**src/prl_pkg.sv**
```systemverilog
// prl_pkg: types, character codes and value conversion functions for the
// pitch/roll line parser. No dependencies.
`default_nettype none
package prl_pkg;

  localparam int FRAC_DIGITS = 2;
  localparam int VALUE_WIDTH = 24;
  localparam int FRAC_W      = $clog2(FRAC_DIGITS + 2);
  localparam int EXT_W       = VALUE_WIDTH + 4;

  localparam longint ABSENT_MAG = (64'd99999 * (64'd10 ** FRAC_DIGITS)) / 64'd100;

  typedef logic signed [VALUE_WIDTH-1:0] val_t;
  typedef logic [VALUE_WIDTH-1:0]        mag_t;
  typedef logic [EXT_W-1:0]              ext_t;

  localparam mag_t MAG_CAP = {1'b1, {(VALUE_WIDTH-1){1'b0}}};
  localparam mag_t MAG_MAX = MAG_CAP - 1'b1;
  localparam val_t ABSENT  = VALUE_WIDTH'(-ABSENT_MAG);

  localparam logic [7:0] CH_LF    = 8'h0A;
  localparam logic [7:0] CH_CR    = 8'h0D;
  localparam logic [7:0] CH_SP    = 8'h20;
  localparam logic [7:0] CH_TAB   = 8'h09;
  localparam logic [7:0] CH_VT    = 8'h0B;
  localparam logic [7:0] CH_FF    = 8'h0C;
  localparam logic [7:0] CH_MINUS = 8'h2D;
  localparam logic [7:0] CH_PLUS  = 8'h2B;
  localparam logic [7:0] CH_DOT   = 8'h2E;
  localparam logic [7:0] CH_0     = 8'h30;
  localparam logic [7:0] CH_9     = 8'h39;
  localparam logic [7:0] CH_LA    = 8'h61;
  localparam logic [7:0] CH_LZ    = 8'h7A;
  localparam logic [7:0] CH_R     = 8'h52;
  localparam logic [7:0] CH_P     = 8'h50;
  localparam logic [7:0] CASE_OFS = 8'h20;

  localparam logic [2:0] TOKENS_MIN = 3'd4;

  typedef enum logic [1:0] {
    EOL_NONE = 2'd0,
    EOL_LF   = 2'd1,
    EOL_CR   = 2'd2
  } eol_e;

  typedef enum logic [1:0] {
    KEY_NONE  = 2'd0,
    KEY_ROLL  = 2'd1,
    KEY_PITCH = 2'd2
  } key_e;

  typedef struct packed {
    logic started;
    logic neg;
    logic frac;
    logic stop;
  } num_flags_t;

  typedef struct packed {
    mag_t              acc;
    num_flags_t        flags;
    logic [FRAC_W-1:0] frac;
  } num_t;

  typedef struct packed {
    logic [7:0]  data_byte;
    logic [31:0] scan_line;
  } in_word_t;

  typedef struct packed {
    logic [31:0] start_scan_line;
    val_t        pitch_centi;
    val_t        roll_centi;
  } out_word_t;

  typedef struct packed {
    logic      valid;
    out_word_t word;
  } core_res_t;

  // one character of a value token
  function automatic num_t value_step(num_t n, logic [7:0] c);
    num_t r;
    ext_t prod;
    logic go;
    r  = n;
    go = 1'b1;
    prod = '0;
    if (n.flags.stop) begin
      go = 1'b0;
    end else if (!n.flags.started) begin
      if (c == CH_VT || c == CH_FF) begin
        go = 1'b0;
      end else begin
        r.flags.started = 1'b1;
        if (c == CH_MINUS) begin
          r.flags.neg = 1'b1;
          go = 1'b0;
        end else if (c == CH_PLUS) begin
          go = 1'b0;
        end
      end
    end
    if (go) begin
      if (c >= CH_0 && c <= CH_9) begin
        if (!(n.flags.frac && n.frac >= FRAC_W'(FRAC_DIGITS))) begin
          if (n.flags.frac) begin
            r.frac = n.frac + 1'b1;
          end
          prod = EXT_W'(n.acc) * EXT_W'(10) + EXT_W'(c - CH_0);
          r.acc = (prod > EXT_W'(MAG_CAP)) ? MAG_CAP : prod[VALUE_WIDTH-1:0];
        end
      end else if (c == CH_DOT && !n.flags.frac) begin
        r.flags.frac = 1'b1;
      end else begin
        r.flags.stop = 1'b1;
      end
    end
    return r;
  endfunction

  // scale to fixed point and saturate
  function automatic val_t value_finish(num_t n);
    ext_t m;
    val_t r;
    m = EXT_W'(n.acc);
    for (int i = 0; i < FRAC_DIGITS; i++) begin
      if (n.frac <= FRAC_W'(i)) begin
        m = m * EXT_W'(10);
        if (m > EXT_W'(MAG_CAP)) begin
          m = EXT_W'(MAG_CAP);
        end
      end
    end
    if (n.flags.neg) begin
      if (m >= EXT_W'(MAG_CAP)) begin
        r = val_t'(MAG_CAP);
      end else begin
        r = val_t'(~m[VALUE_WIDTH-1:0] + 1'b1);
      end
    end else begin
      if (m >= EXT_W'(MAG_CAP)) begin
        r = val_t'(MAG_MAX);
      end else begin
        r = val_t'(m[VALUE_WIDTH-1:0]);
      end
    end
    return r;
  endfunction

endpackage
`default_nettype wire

```
**src/prl_input_stage.sv**
```systemverilog
// prl_input_stage: input word register of the line parser.
// Depends on prl_pkg.
`default_nettype none
module prl_input_stage (
  input  wire logic              clk_i,
  input  wire logic              rst_ni,
  input  wire logic              in_valid_i,
  output logic                   in_stall_o,
  input  wire prl_pkg::in_word_t in_word_i,
  input  wire logic              advance_i,
  output logic                   valid_o,
  output prl_pkg::in_word_t      word_o
);
  import prl_pkg::*;

  logic     valid_q, valid_d;
  in_word_t word_q;
  logic     accept;

  assign in_stall_o = valid_q & ~advance_i;
  assign accept     = in_valid_i & ~in_stall_o;
  assign valid_d    = accept | (valid_q & ~advance_i);

  always_ff @(posedge clk_i or negedge rst_ni) begin
    if (!rst_ni) begin
      valid_q <= 1'b0;
    end else begin
      valid_q <= valid_d;
    end
  end

  always_ff @(posedge clk_i) begin
    if (accept) begin
      word_q <= in_word_i;
    end
  end

  assign valid_o = valid_q;
  assign word_o  = word_q;

endmodule
`default_nettype wire

```
**src/prl_line_core.sv**
```systemverilog
// prl_line_core: line assembly, tokenizer and name/value state, one byte per
// enabled cycle. Depends on prl_pkg.
`default_nettype none
module prl_line_core (
  input  wire logic              clk_i,
  input  wire logic              rst_ni,
  input  wire logic              en_i,
  input  wire prl_pkg::in_word_t word_i,
  output prl_pkg::core_res_t     res_o
);
  import prl_pkg::*;

  eol_e        eol_q, eol_d;
  logic        has_q, has_d;
  logic [31:0] start_q, start_d;
  logic [2:0]  tcnt_q, tcnt_d;
  logic        intok_q, intok_d;
  logic        isval_q, isval_d;
  logic [1:0]  nlen_q, nlen_d;
  logic [7:0]  nfirst_q, nfirst_d;
  key_e        key_q, key_d;
  num_t        num_q, num_d;
  val_t        pitch_q, pitch_d;
  val_t        roll_q, roll_d;

  logic [7:0]  c;
  logic        is_eol, swallow;
  eol_e        kind;
  val_t        fin;
  logic [7:0]  up;
  key_e        e_key, l_key;
  val_t        e_pitch, e_roll, l_pitch, l_roll;
  logic        e_isval, l_isval;
  logic [2:0]  e_tcnt, l_tcnt;

  assign c = word_i.data_byte;

  always_comb begin
    eol_d = eol_q; has_d = has_q; start_d = start_q; tcnt_d = tcnt_q;
    intok_d = intok_q; isval_d = isval_q; nlen_d = nlen_q; nfirst_d = nfirst_q;
    key_d = key_q; num_d = num_q; pitch_d = pitch_q; roll_d = roll_q;
    res_o = '0;

    fin = value_finish(num_q);

    // state as it stands once the open token is closed
    e_key = KEY_NONE; e_pitch = pitch_q; e_roll = roll_q;
    up = nfirst_q;
    if (up >= CH_LA && up <= CH_LZ) begin
      up = up - CASE_OFS;
    end
    if (isval_q) begin
      if (key_q == KEY_ROLL) begin
        e_roll = fin;
      end else if (key_q == KEY_PITCH) begin
        e_pitch = fin;
      end
    end else if (nlen_q == 2'd1) begin
      if (up == CH_R) begin
        e_key = KEY_ROLL;
      end else if (up == CH_P) begin
        e_key = KEY_PITCH;
      end
    end
    e_isval = ~isval_q;
    e_tcnt  = (tcnt_q < TOKENS_MIN) ? tcnt_q + 3'd1 : tcnt_q;

    l_key = key_q; l_pitch = pitch_q; l_roll = roll_q;
    l_isval = isval_q; l_tcnt = tcnt_q;
    if (intok_q) begin
      l_key = e_key; l_pitch = e_pitch; l_roll = e_roll;
      l_isval = e_isval; l_tcnt = e_tcnt;
    end
    if (l_isval) begin
      if (l_key == KEY_ROLL) begin
        l_roll = '0;
      end else if (l_key == KEY_PITCH) begin
        l_pitch = '0;
      end
    end

    is_eol  = (c == CH_LF) || (c == CH_CR);
    kind    = (c == CH_LF) ? EOL_LF : EOL_CR;
    swallow = (eol_q == EOL_LF && kind == EOL_CR) || (eol_q == EOL_CR && kind == EOL_LF);

    if (is_eol) begin
      eol_d = kind;
      if (!swallow) begin
        if (has_q && l_tcnt >= TOKENS_MIN) begin
          res_o.valid                = 1'b1;
          res_o.word.start_scan_line = start_q;
          res_o.word.pitch_centi     = l_pitch;
          res_o.word.roll_centi      = l_roll;
        end
        intok_d = 1'b0; nlen_d = '0; nfirst_d = '0; num_d = '0;
        has_d = 1'b0; tcnt_d = '0; isval_d = 1'b0; key_d = KEY_NONE;
        pitch_d = ABSENT; roll_d = ABSENT;
        start_d = word_i.scan_line;
      end
    end else begin
      eol_d = EOL_NONE;
      if (!has_q) begin
        start_d = word_i.scan_line;
        has_d   = 1'b1;
      end
      if (c == CH_SP || c == CH_TAB) begin
        if (intok_q) begin
          key_d = e_key; pitch_d = e_pitch; roll_d = e_roll;
          isval_d = e_isval; tcnt_d = e_tcnt;
          intok_d = 1'b0; nlen_d = '0; nfirst_d = '0; num_d = '0;
        end
      end else begin
        intok_d = 1'b1;
        if (!isval_q) begin
          if (nlen_q == 2'd0) begin
            nfirst_d = c;
          end
          if (nlen_q < 2'd2) begin
            nlen_d = nlen_q + 2'd1;
          end
        end else begin
          num_d = value_step(num_q, c);
        end
      end
    end
  end

  always_ff @(posedge clk_i or negedge rst_ni) begin
    if (!rst_ni) begin
      eol_q <= EOL_NONE; has_q <= 1'b0; start_q <= '0; tcnt_q <= '0;
      intok_q <= 1'b0; isval_q <= 1'b0; nlen_q <= '0; nfirst_q <= '0;
      key_q <= KEY_NONE; num_q <= '0; pitch_q <= ABSENT; roll_q <= ABSENT;
    end else if (en_i) begin
      eol_q <= eol_d; has_q <= has_d; start_q <= start_d; tcnt_q <= tcnt_d;
      intok_q <= intok_d; isval_q <= isval_d; nlen_q <= nlen_d; nfirst_q <= nfirst_d;
      key_q <= key_d; num_q <= num_d; pitch_q <= pitch_d; roll_q <= roll_d;
    end
  end

endmodule
`default_nettype wire

```
**src/pitch_roll_line_parser.sv**
```systemverilog
// pitch_roll_line_parser: top level, input register, parser core, result register.
// Depends on prl_pkg, prl_input_stage, prl_line_core.
//
//   channel | valid      | stall       | word
//   --------+------------+-------------+---------------------------------------
//   in      | in_valid_i | in_stall_o  | in_word_i  (data_byte, scan_line)
//   out     | out_valid_o| out_stall_i | out_word_o (start_scan_line, pitch, roll)
//
// One byte per cycle unless stalled; out_valid_o is registered from the EOL byte.
// The parser state advances once per byte as it leaves the input register.
// Reset clears all parser state; pitch and roll start at the absent value.
// A stalled result blocks the input register, which then stalls the input.
`default_nettype none
module pitch_roll_line_parser (
  input  wire logic               clk_i,
  input  wire logic               rst_ni,
  input  wire logic               in_valid_i,
  output logic                    in_stall_o,
  input  wire prl_pkg::in_word_t  in_word_i,
  output logic                    out_valid_o,
  input  wire logic               out_stall_i,
  output prl_pkg::out_word_t      out_word_o
);
  import prl_pkg::*;

  logic      s1_valid;
  in_word_t  s1_word;
  logic      adv;
  core_res_t res;
  logic      out_valid_q, out_valid_d;
  out_word_t out_word_q;

  assign adv = s1_valid & (~out_valid_q | ~out_stall_i);

  prl_input_stage u_in (
    .clk_i      (clk_i),
    .rst_ni     (rst_ni),
    .in_valid_i (in_valid_i),
    .in_stall_o (in_stall_o),
    .in_word_i  (in_word_i),
    .advance_i  (adv),
    .valid_o    (s1_valid),
    .word_o     (s1_word)
  );

  prl_line_core u_core (
    .clk_i  (clk_i),
    .rst_ni (rst_ni),
    .en_i   (adv),
    .word_i (s1_word),
    .res_o  (res)
  );

  always_comb begin
    out_valid_d = out_valid_q & out_stall_i;
    if (adv) begin
      out_valid_d = res.valid;
    end
  end

  always_ff @(posedge clk_i or negedge rst_ni) begin
    if (!rst_ni) begin
      out_valid_q <= 1'b0;
    end else begin
      out_valid_q <= out_valid_d;
    end
  end

  always_ff @(posedge clk_i) begin
    if (adv && res.valid) begin
      out_word_q <= res.word;
    end
  end

  assign out_valid_o = out_valid_q;
  assign out_word_o  = out_word_q;

  a_stall_needs_word: assert property (@(posedge clk_i) disable iff (!rst_ni)
    in_stall_o |-> s1_valid)
    else $error("input stalled with empty input register");

  a_no_overwrite: assert property (@(posedge clk_i) disable iff (!rst_ni)
    (out_valid_q && out_stall_i) |-> !adv)
    else $error("pending result word overwritten");

  a_result_shows: assert property (@(posedge clk_i) disable iff (!rst_ni)
    (adv && res.valid) |=> out_valid_q)
    else $error("result word lost");

  a_result_on_eol: assert property (@(posedge clk_i) disable iff (!rst_ni)
    (adv && res.valid) |-> (s1_word.data_byte == CH_LF || s1_word.data_byte == CH_CR))
    else $error("result word without line end");

endmodule
`default_nettype wire
```
**config.mk**
```make
export PLATFORM = sky130hd
export DESIGN_NAME = pitch_roll_line_parser
export DESIGN_NICKNAME = d
export VERILOG_FILES = /design/src/prl_pkg.sv /design/src/prl_input_stage.sv /design/src/prl_line_core.sv /design/src/pitch_roll_line_parser.sv
export SDC_FILE = /design/constraint.sdc
export NUM_CORES = 1
export LEC_CHECK = 0
export ABC_AREA = 1
export BUFFER_PORTS_ARGS = -buffer_cell sky130_fd_sc_hd__buf_2
export CAP_MARGIN = 5
export CORE_MARGIN = 1.5
export CORE_UTILIZATION = 30
export DETAILED_ROUTE_END_ITERATION = 8
export SYNTH_ARGS = -nofsm -noshare
export SYNTH_HDL_FRONTEND = slang
export SYNTH_SLANG_ARGS = --single-unit
export TNS_END_PERCENT = 5
```
**constraint.sdc**
```tcl
create_clock -name clk_i -period 7.6 [get_ports clk_i]
set_clock_uncertainty 0.1 [all_clocks]
set_input_delay 0.38 -clock clk_i [delete_from_list [all_inputs] [get_ports clk_i]]
set_output_delay 0.38 -clock clk_i [all_outputs]
set_load 0.01 [all_outputs]
```
-- Word-level counts from Yosys, hierarchy flattened
Cells that the tools add are included.
- add/subtract/negate cells: 7
- $mul: 2
- order comparisons: 14
- eq/ne operators: 30
- muxes and demuxes: 93
- bitwise operators: 14
- reduce and logical (&&, ||, !) cells: 35
- operators with widths (cell ; count):
    $mux W24 ; 24
    $mux W81 ; 3
    $mux W30 ; 5
    $mux W28 ; 4
    $mux W32 ; 3
    $gt A28 B24 Y1 const B ; 3
    $mux W8 ; 7
    $mux W2 ; 22
    $eq A8 B4 Y1 const B ; 5
    $eq A8 B6 Y1 const B ; 4
    $add A28 B28 Y28 ; 1
    $ge A28 B24 Y1 const B ; 1
    $mul A28 B3 Y27 const B ; 1
    $mul A24 B3 Y27 const B ; 1
    $add A24 B1 Y24 const B ; 1
    $not A24 Y24 ; 1
    $reduce_bool A3 Y1 ; 8
    $reduce_and A7 Y1 ; 3
    $mux W1 ; 19
    $eq A8 B7 Y1 const B ; 2
    $reduce_and A8 Y1 ; 2
    $mux W3 ; 5
    $ne A3 B1 Y1 const B ; 5
    $reduce_and A5 Y1 ; 3
    29 further kinds ; 62
- register bits after elaboration: 252
- bits of input ports: 44
- output and inout port bits: 82
- word-level logic and storage cells: 219

-- Logic depth before layout (Yosys ltp)
- depth after elaboration: 23
- gate-level depth with buffers: 53
- depth with buffers taken out: 51

-- Cells and area by module
From an unflattened synthesis, not the netlist that was laid out.
- cells, all modules: 2144
- area, all modules: 16767.3 um^2
- modules (own cells, without submodules) (module ; times used ; cells each ; area each (um^2) ; sequential area each (um^2)):
    prl_line_core ; 1 ; 2009 ; 13042.5 ; 3290.7
    pitch_roll_line_parser ; 1 ; 88 ; 2466.1 ; 2427.3
    prl_input_stage ; 1 ; 47 ; 1258.7 ; 1226.2

-- Least setup slack after synthesis
Ideal clock, no wire load.
- path type: reg2reg
- start: register u_in.word_q (netlist bit u_in.word_o[36])
- end: register out_word_q (netlist bit out_word_o[0]), enable pin
- library setup time: 0.616 ns
- arrival time: 6.795 ns
- data required time: 6.884 ns
- slack: 0.088 ns
- cell stages (with the launch flop): 9
- path buffers: 0
- period minus slack after synthesis: 7.512 ns
- cell sequence: edfxtp_1 inv_1 ha_1 nand2_1 nor3_1 nor2_1 nor3_1 inv_1 nor3_1
- cells in the longest elaborated chain, start to end: 8
- elaborated cells on any way between the ends: 12
- classes of those cells: 4 x eq/ne; 3 x mux; 5 x reduce/logical
- ends and longest elaborated chain (what ; line ; text):
    from (decl) ; prl_input_stage.sv:17 ; in_word_t word_q;
    from (signal assigned) ; prl_input_stage.sv:34 ; word_q <= in_word_i;
    $eq A8 B4 Y1 ; prl_line_core.sv:82, prl_line_core.sv:83 ;
    $mux W2 ; prl_line_core.sv:83 ; kind = (c == CH_LF) ? EOL_LF : EOL_CR;
    $eq A2 B2 Y1 / $eq A2 B1 Y1 (equally long branches) ; prl_line_core.sv:84 ; swallow = (eol_q == EOL_LF && kind == EOL_CR) || (eol_q == EOL_CR && kind == EOL_LF);
    $logic_and A1 B1 Y1 ; prl_line_core.sv:84 ;
    $logic_or A1 B1 Y1 ; prl_line_core.sv:84 ;
    $mux W81 ; prl_line_core.sv:88 ; if (!swallow) begin
    $mux W81 * ; prl_line_core.sv:86 ; if (is_eol) begin
    $logic_and A1 B1 Y1 * ; pitch_roll_line_parser.sv:70 ; if (adv && res.valid) begin
    to (signal assigned) ; pitch_roll_line_parser.sv:71 ; out_word_q <= res.word;
    to (decl) ; pitch_roll_line_parser.sv:31 ; out_word_t out_word_q;
Mark *: on every way between the ends. The rest lies on a longest branch, timed or not.
A chain may end at the register's enable or synchronous reset.

-- Worst setup path after layout
- start: register u_core.num_q[9] in the netlist's numbering
- end: register out_word_q (netlist bit out_word_o[40]) (data pin)
- cells in the longest elaborated chain, start to end: 19
- elaborated cells on any way between the ends: 21
- classes of those cells: 1 x add/sub; 2 x mul; 3 x order compare; 14 x mux; 1 x bitwise
- ends and longest elaborated chain (what ; line ; text):
    from (decl) ; prl_line_core.sv:22 ; num_t num_q, num_d;
    from (signal assigned) ; prl_line_core.sv:136 ; key_q <= key_d; num_q <= num_d; pitch_q <= pitch_d; roll_q <= roll_d;
    $mul A24 B3 Y27 ; prl_pkg.sv:129 ; m = m * EXT_W'(10);
    $gt A28 B24 Y1 ; prl_pkg.sv:130 ; if (m > EXT_W'(MAG_CAP)) begin
    $mux W28 ; prl_pkg.sv:130 ;
    $mux W28 * ; prl_pkg.sv:128 ; if (n.frac <= FRAC_W'(i)) begin
    $mul A28 B3 Y27 ; prl_pkg.sv:129 ;
    $gt A28 B24 Y1 ; prl_pkg.sv:130 ;
    $mux W28 ; prl_pkg.sv:130 ;
    $mux W28 * ; prl_pkg.sv:128 ;
    [3 not listed] ; -- ;
    $mux W24 * ; prl_pkg.sv:135 ; if (n.flags.neg) begin
    $mux W24 * ; prl_line_core.sv:55 ; end else if (key_q == KEY_PITCH) begin
    $mux W24 * ; prl_line_core.sv:53 ; if (key_q == KEY_ROLL) begin
    $mux W24 * ; prl_line_core.sv:52 ; if (isval_q) begin
    $mux W24 * ; -- ;
    $mux W24 ; prl_line_core.sv:77 ; end else if (l_key == KEY_PITCH) begin
    $mux W24 ; prl_line_core.sv:75 ; if (l_key == KEY_ROLL) begin
    $mux W24 * ; prl_line_core.sv:74 ; if (l_isval) begin
Marked as above.

==> results.yml <==
run_status:
  outcome: "finished clean"
critical_path:
  crit_required_ps: 7790
  crit_fanout: 18
  crit_path_end_kind: "flip-flop"
  r2r-end: "out_word_o[40]"
  startpoint_type: "flip-flop"
  worstPathArrival_ps: 7400
  crit_path_end: "out_word_o[40]"
  cpMaxStageDelayCell: "o22ai_1"
  r2r_cells: 37
  crit_start: "u_core.num_q[9]"
  timing.rr.start: "u_core.num_q[9]"
  critPathKind: "reg2reg"
  cp_common_cell: "nand2_1"
  critical-path-max-stage-delay_ps: 520
  reg2reg_setup_slack_ps: 390
route:
  drt-pass1-iter-count: 5
  wl_mm: 47.0
  ant_nets: 0
  viasPerCell: 4.86
  drtIter0Drc: 854
  remaining_drc_errors: 0
  vias: 14600
  wl_per_cell_um: 15.7
sta:
  finalSetupTns_ps: 0
  fmax_mhz: 139
  drv_slew: 0
  period_share_pct: 94.9
  period_minus_slack_ps: 7210
  final-setup-viol-count: 0
  tightest_slew_ps: 1170
  rsz0062_at_grt: "false"
  fin_ws_ps: 388
  finalHoldViolCount: 0
  relSlewSlack_pct: 21.8
place:
  place_area_mm2: 0.0182
  pre_cts_slack_ps: -102
  hpwl_mm: 36.2
  gp_congestion: 0.957
  io_buffers: 125
floorplanning:
  rows: 85
  initial_core_util_pct: 30.6
  pin_count: 126
  die_w_um: 238
  die_h_um: 238
  die-area_mm2: 0.0567
  fp.coreArea_mm2: 0.0542
finish:
  area_growth_pct: 19.2
  nets: 2458
  drive_gt1_share_pct: 16.4
  antennaDiodeCount: 0
  final_cell_mix: "nand2_1, nor2_1, inv_1"
  final_common_cell: "nand2_1"
  finish.instance_area_mm2: 0.0198
logic_synthesis:
  yosys.cell_types.count: 59
  synth_top_family_by_area: "simple AND/OR/NAND/NOR gates"
  synth-compound-area-share_pct: 11.1
  synthesis.area_mm2: 0.0166
  synth-adder-area-share_pct: 10.0
  synthCells: 2100
  muxShareOfSynthArea_pct: 0
  synthArstFlopShare_pct: 52.4
  synth_area_leaders: "edfxtp_1, dfrtp_1, nand2_1"
  ys_seq_elements: 252
  synth_edf_count: 120
  synth_top_area_share_pct: 21.7
  avgSynthCellArea_um2: 7.90
  seq_area_frac_synth_pct: 41.9
  yosys_warnings: 0
  yosys.area_share.xor_xnor_pct: 3.05
  synthSimpleGateAreaFrac_pct: 26.6
  yosys.area.top_type: "edfxtp_1"
  ys.flop_type: "edfxtp_1"
global_routing:
  track_usage_pct: 16.4
  grt_overflow_total: 0
  grt_max_degree: 80
  grt_pass1_vias: 14200
  grt_pass1_wl_mm: 75.2
  antenna_found_initial: 1
clock_network:
  htree_levels: 1
  cts_sinks: 252
  clk_latency_ps: 560
  cts_root_buffer: "clkbuf_16"
  clockBufferDepth: 3
  path_clk_slew_ps: 60
  cts_buffers: 27
  tritoncts: "yes"
worst_hold_path:
  hp-class: "in2reg"
job:
  drv_cap: 0
power:
  powerDensity_mw_per_mm2: 457
  max-vdd-ir-drop_mv: 0.172
  power.leakage_nw: 9.50
cell families (layout without fill, tap and decap cells):
logic type,count (synthesis),in the layout
simple gates,1011,1011
compound gates,337,337
fa+ha+maj,131,131
other cells,1,2
buf+inv,312,515
xor+xnor,56,56
flops,252,252
through the flow:
step / total power [W] / cells / hold slack, ps / util [%]
2_1_floorplan: 0.00595 / 2101 / -15.6 / -
3_3_place_gp: 0.00742 / 2907 / 315 / 33.6
3_5_place_dp: 0.00748 / 2907 / 324 / 33.6
4_1_cts: 0.00890 / 2999 / 69.4 / 36.1
5_1_grt: 0.00987 / 3000 / 111 / 36.4
6_report: 0.00903 / 3000 / 74.9 / 36.4
registers in the layout, indices dropped and copies added, names as in the netlist:
name and flops:
out_word_o 80, u_in.word_o 40, u_core.start_q 32, u_core.num_q 30
u_core.pitch_q 24, u_core.roll_q 24, u_core.nfirst_q 8, u_core.tcnt_q 3
u_core.eol_q 2, u_core.key_q 2, u_core.nlen_q 2, out_valid_o 1
u_core.has_q 1, u_core.intok_q 1, u_core.isval_q 1, u_in.valid_o 1
report_power, final:
part           leakage [nW]  internal (W)  total (W)  switching [W]
sequential             2.66       0.00163    0.00175       0.000127
clock                 0.434      0.000782    0.00134       0.000558
combinational          6.41       0.00211    0.00594        0.00384
synthesized netlist by cell type, types with 3 or more instances:
| library cell | number |
|---|---|
| xnor2_1 | 20 |
| o21bai_1 | 6 |
| xor2_1 | 34 |
| o21ai_1 | 47 |
| nand3b_1 | 15 |
| a21boi_1 | 3 |
| nand2_1 | 467 |
| fa_1 | 3 |
| buf_1 | 8 |
| ha_1 | 128 |
| a21oi_1 | 143 |
| o21ai_2 | 3 |
| nor2_2 | 12 |
| dfrtp_1 | 102 |
| a21o_1 | 4 |
| a211oi_1 | 3 |
| edfxtp_1 | 120 |
| buf_4 | 4 |
| inv_1 | 244 |
| inv_2 | 11 |
| nor4_1 | 9 |
| and2_1 | 3 |
| nor3_1 | 15 |
| a22oi_1 | 4 |
| o31ai_1 | 4 |
| nand2_2 | 15 |
| a31oi_1 | 5 |
| o21ai_0 | 80 |
| clkbuf_1 | 32 |
| nand3_1 | 125 |
| buf_2 | 10 |
| nand4_1 | 28 |
| nand3_2 | 9 |
| or2_2 | 24 |
| nor2_1 | 274 |
| o22ai_1 | 20 |
| nor2_4 | 6 |
| dfstp_2 | 30 |
worst min-delay path by stage:
stage	startpoint	to	slack [ps]	depth (start not counted)
finish	out_stall_i	out_valid_o	70	3
global route	out_stall_i	out_valid_o	110	3
global placement	rst_ni	u_core.roll_q[16]	320	1
detailed placement	rst_ni	u_core.roll_q[16]	320	1
floorplan	rst_ni	out_valid_o	-20	0
CTS	out_stall_i	out_valid_o	70	3
metal layers:
layer  vias to the layer above  GRT usage, %  share of wire (%)
met2                       272          27.1                 47
met3                        73          1.76                3.6
met5                         -             0              0.015
met1                      6897          22.8                 47
met4                         2          3.95                2.3
li1                       7329             -                  -
critical path: cells and delay by family (launching register included):
family / cells / cell delay, ps
AOI/OAI and AO/OA: 6 / 1400
xor gates and xnor gates: 2 / 390
adders and majority gates: 5 / 1660
buffers and inverters: 3 / 300
DFF: 1 / 400
and+or+nand+nor: 21 / 2710
repair_timing:
item                                   4_1_cts  5_1_grt
hold buffers                                42        0
setup buffers                                0        1
pin swaps                                    0        8
gates resized for setup                      6       49
endpoints found under the hold margin       80        0
setup endpoints to repair                   13       96
layout make-up:
cell class / instances / area, um2
multi-input cells: 1537 / 8700
flip-flops and latches: 252 / 6940
inverters: 256 / 966
repair buffers: 209 / 1380
clock buffers: 36 / 729
clock inverters: 14 / 168
well taps: 696 / 871
fillers: 5624 / 34500
Power figures use the tool's default switching activity.
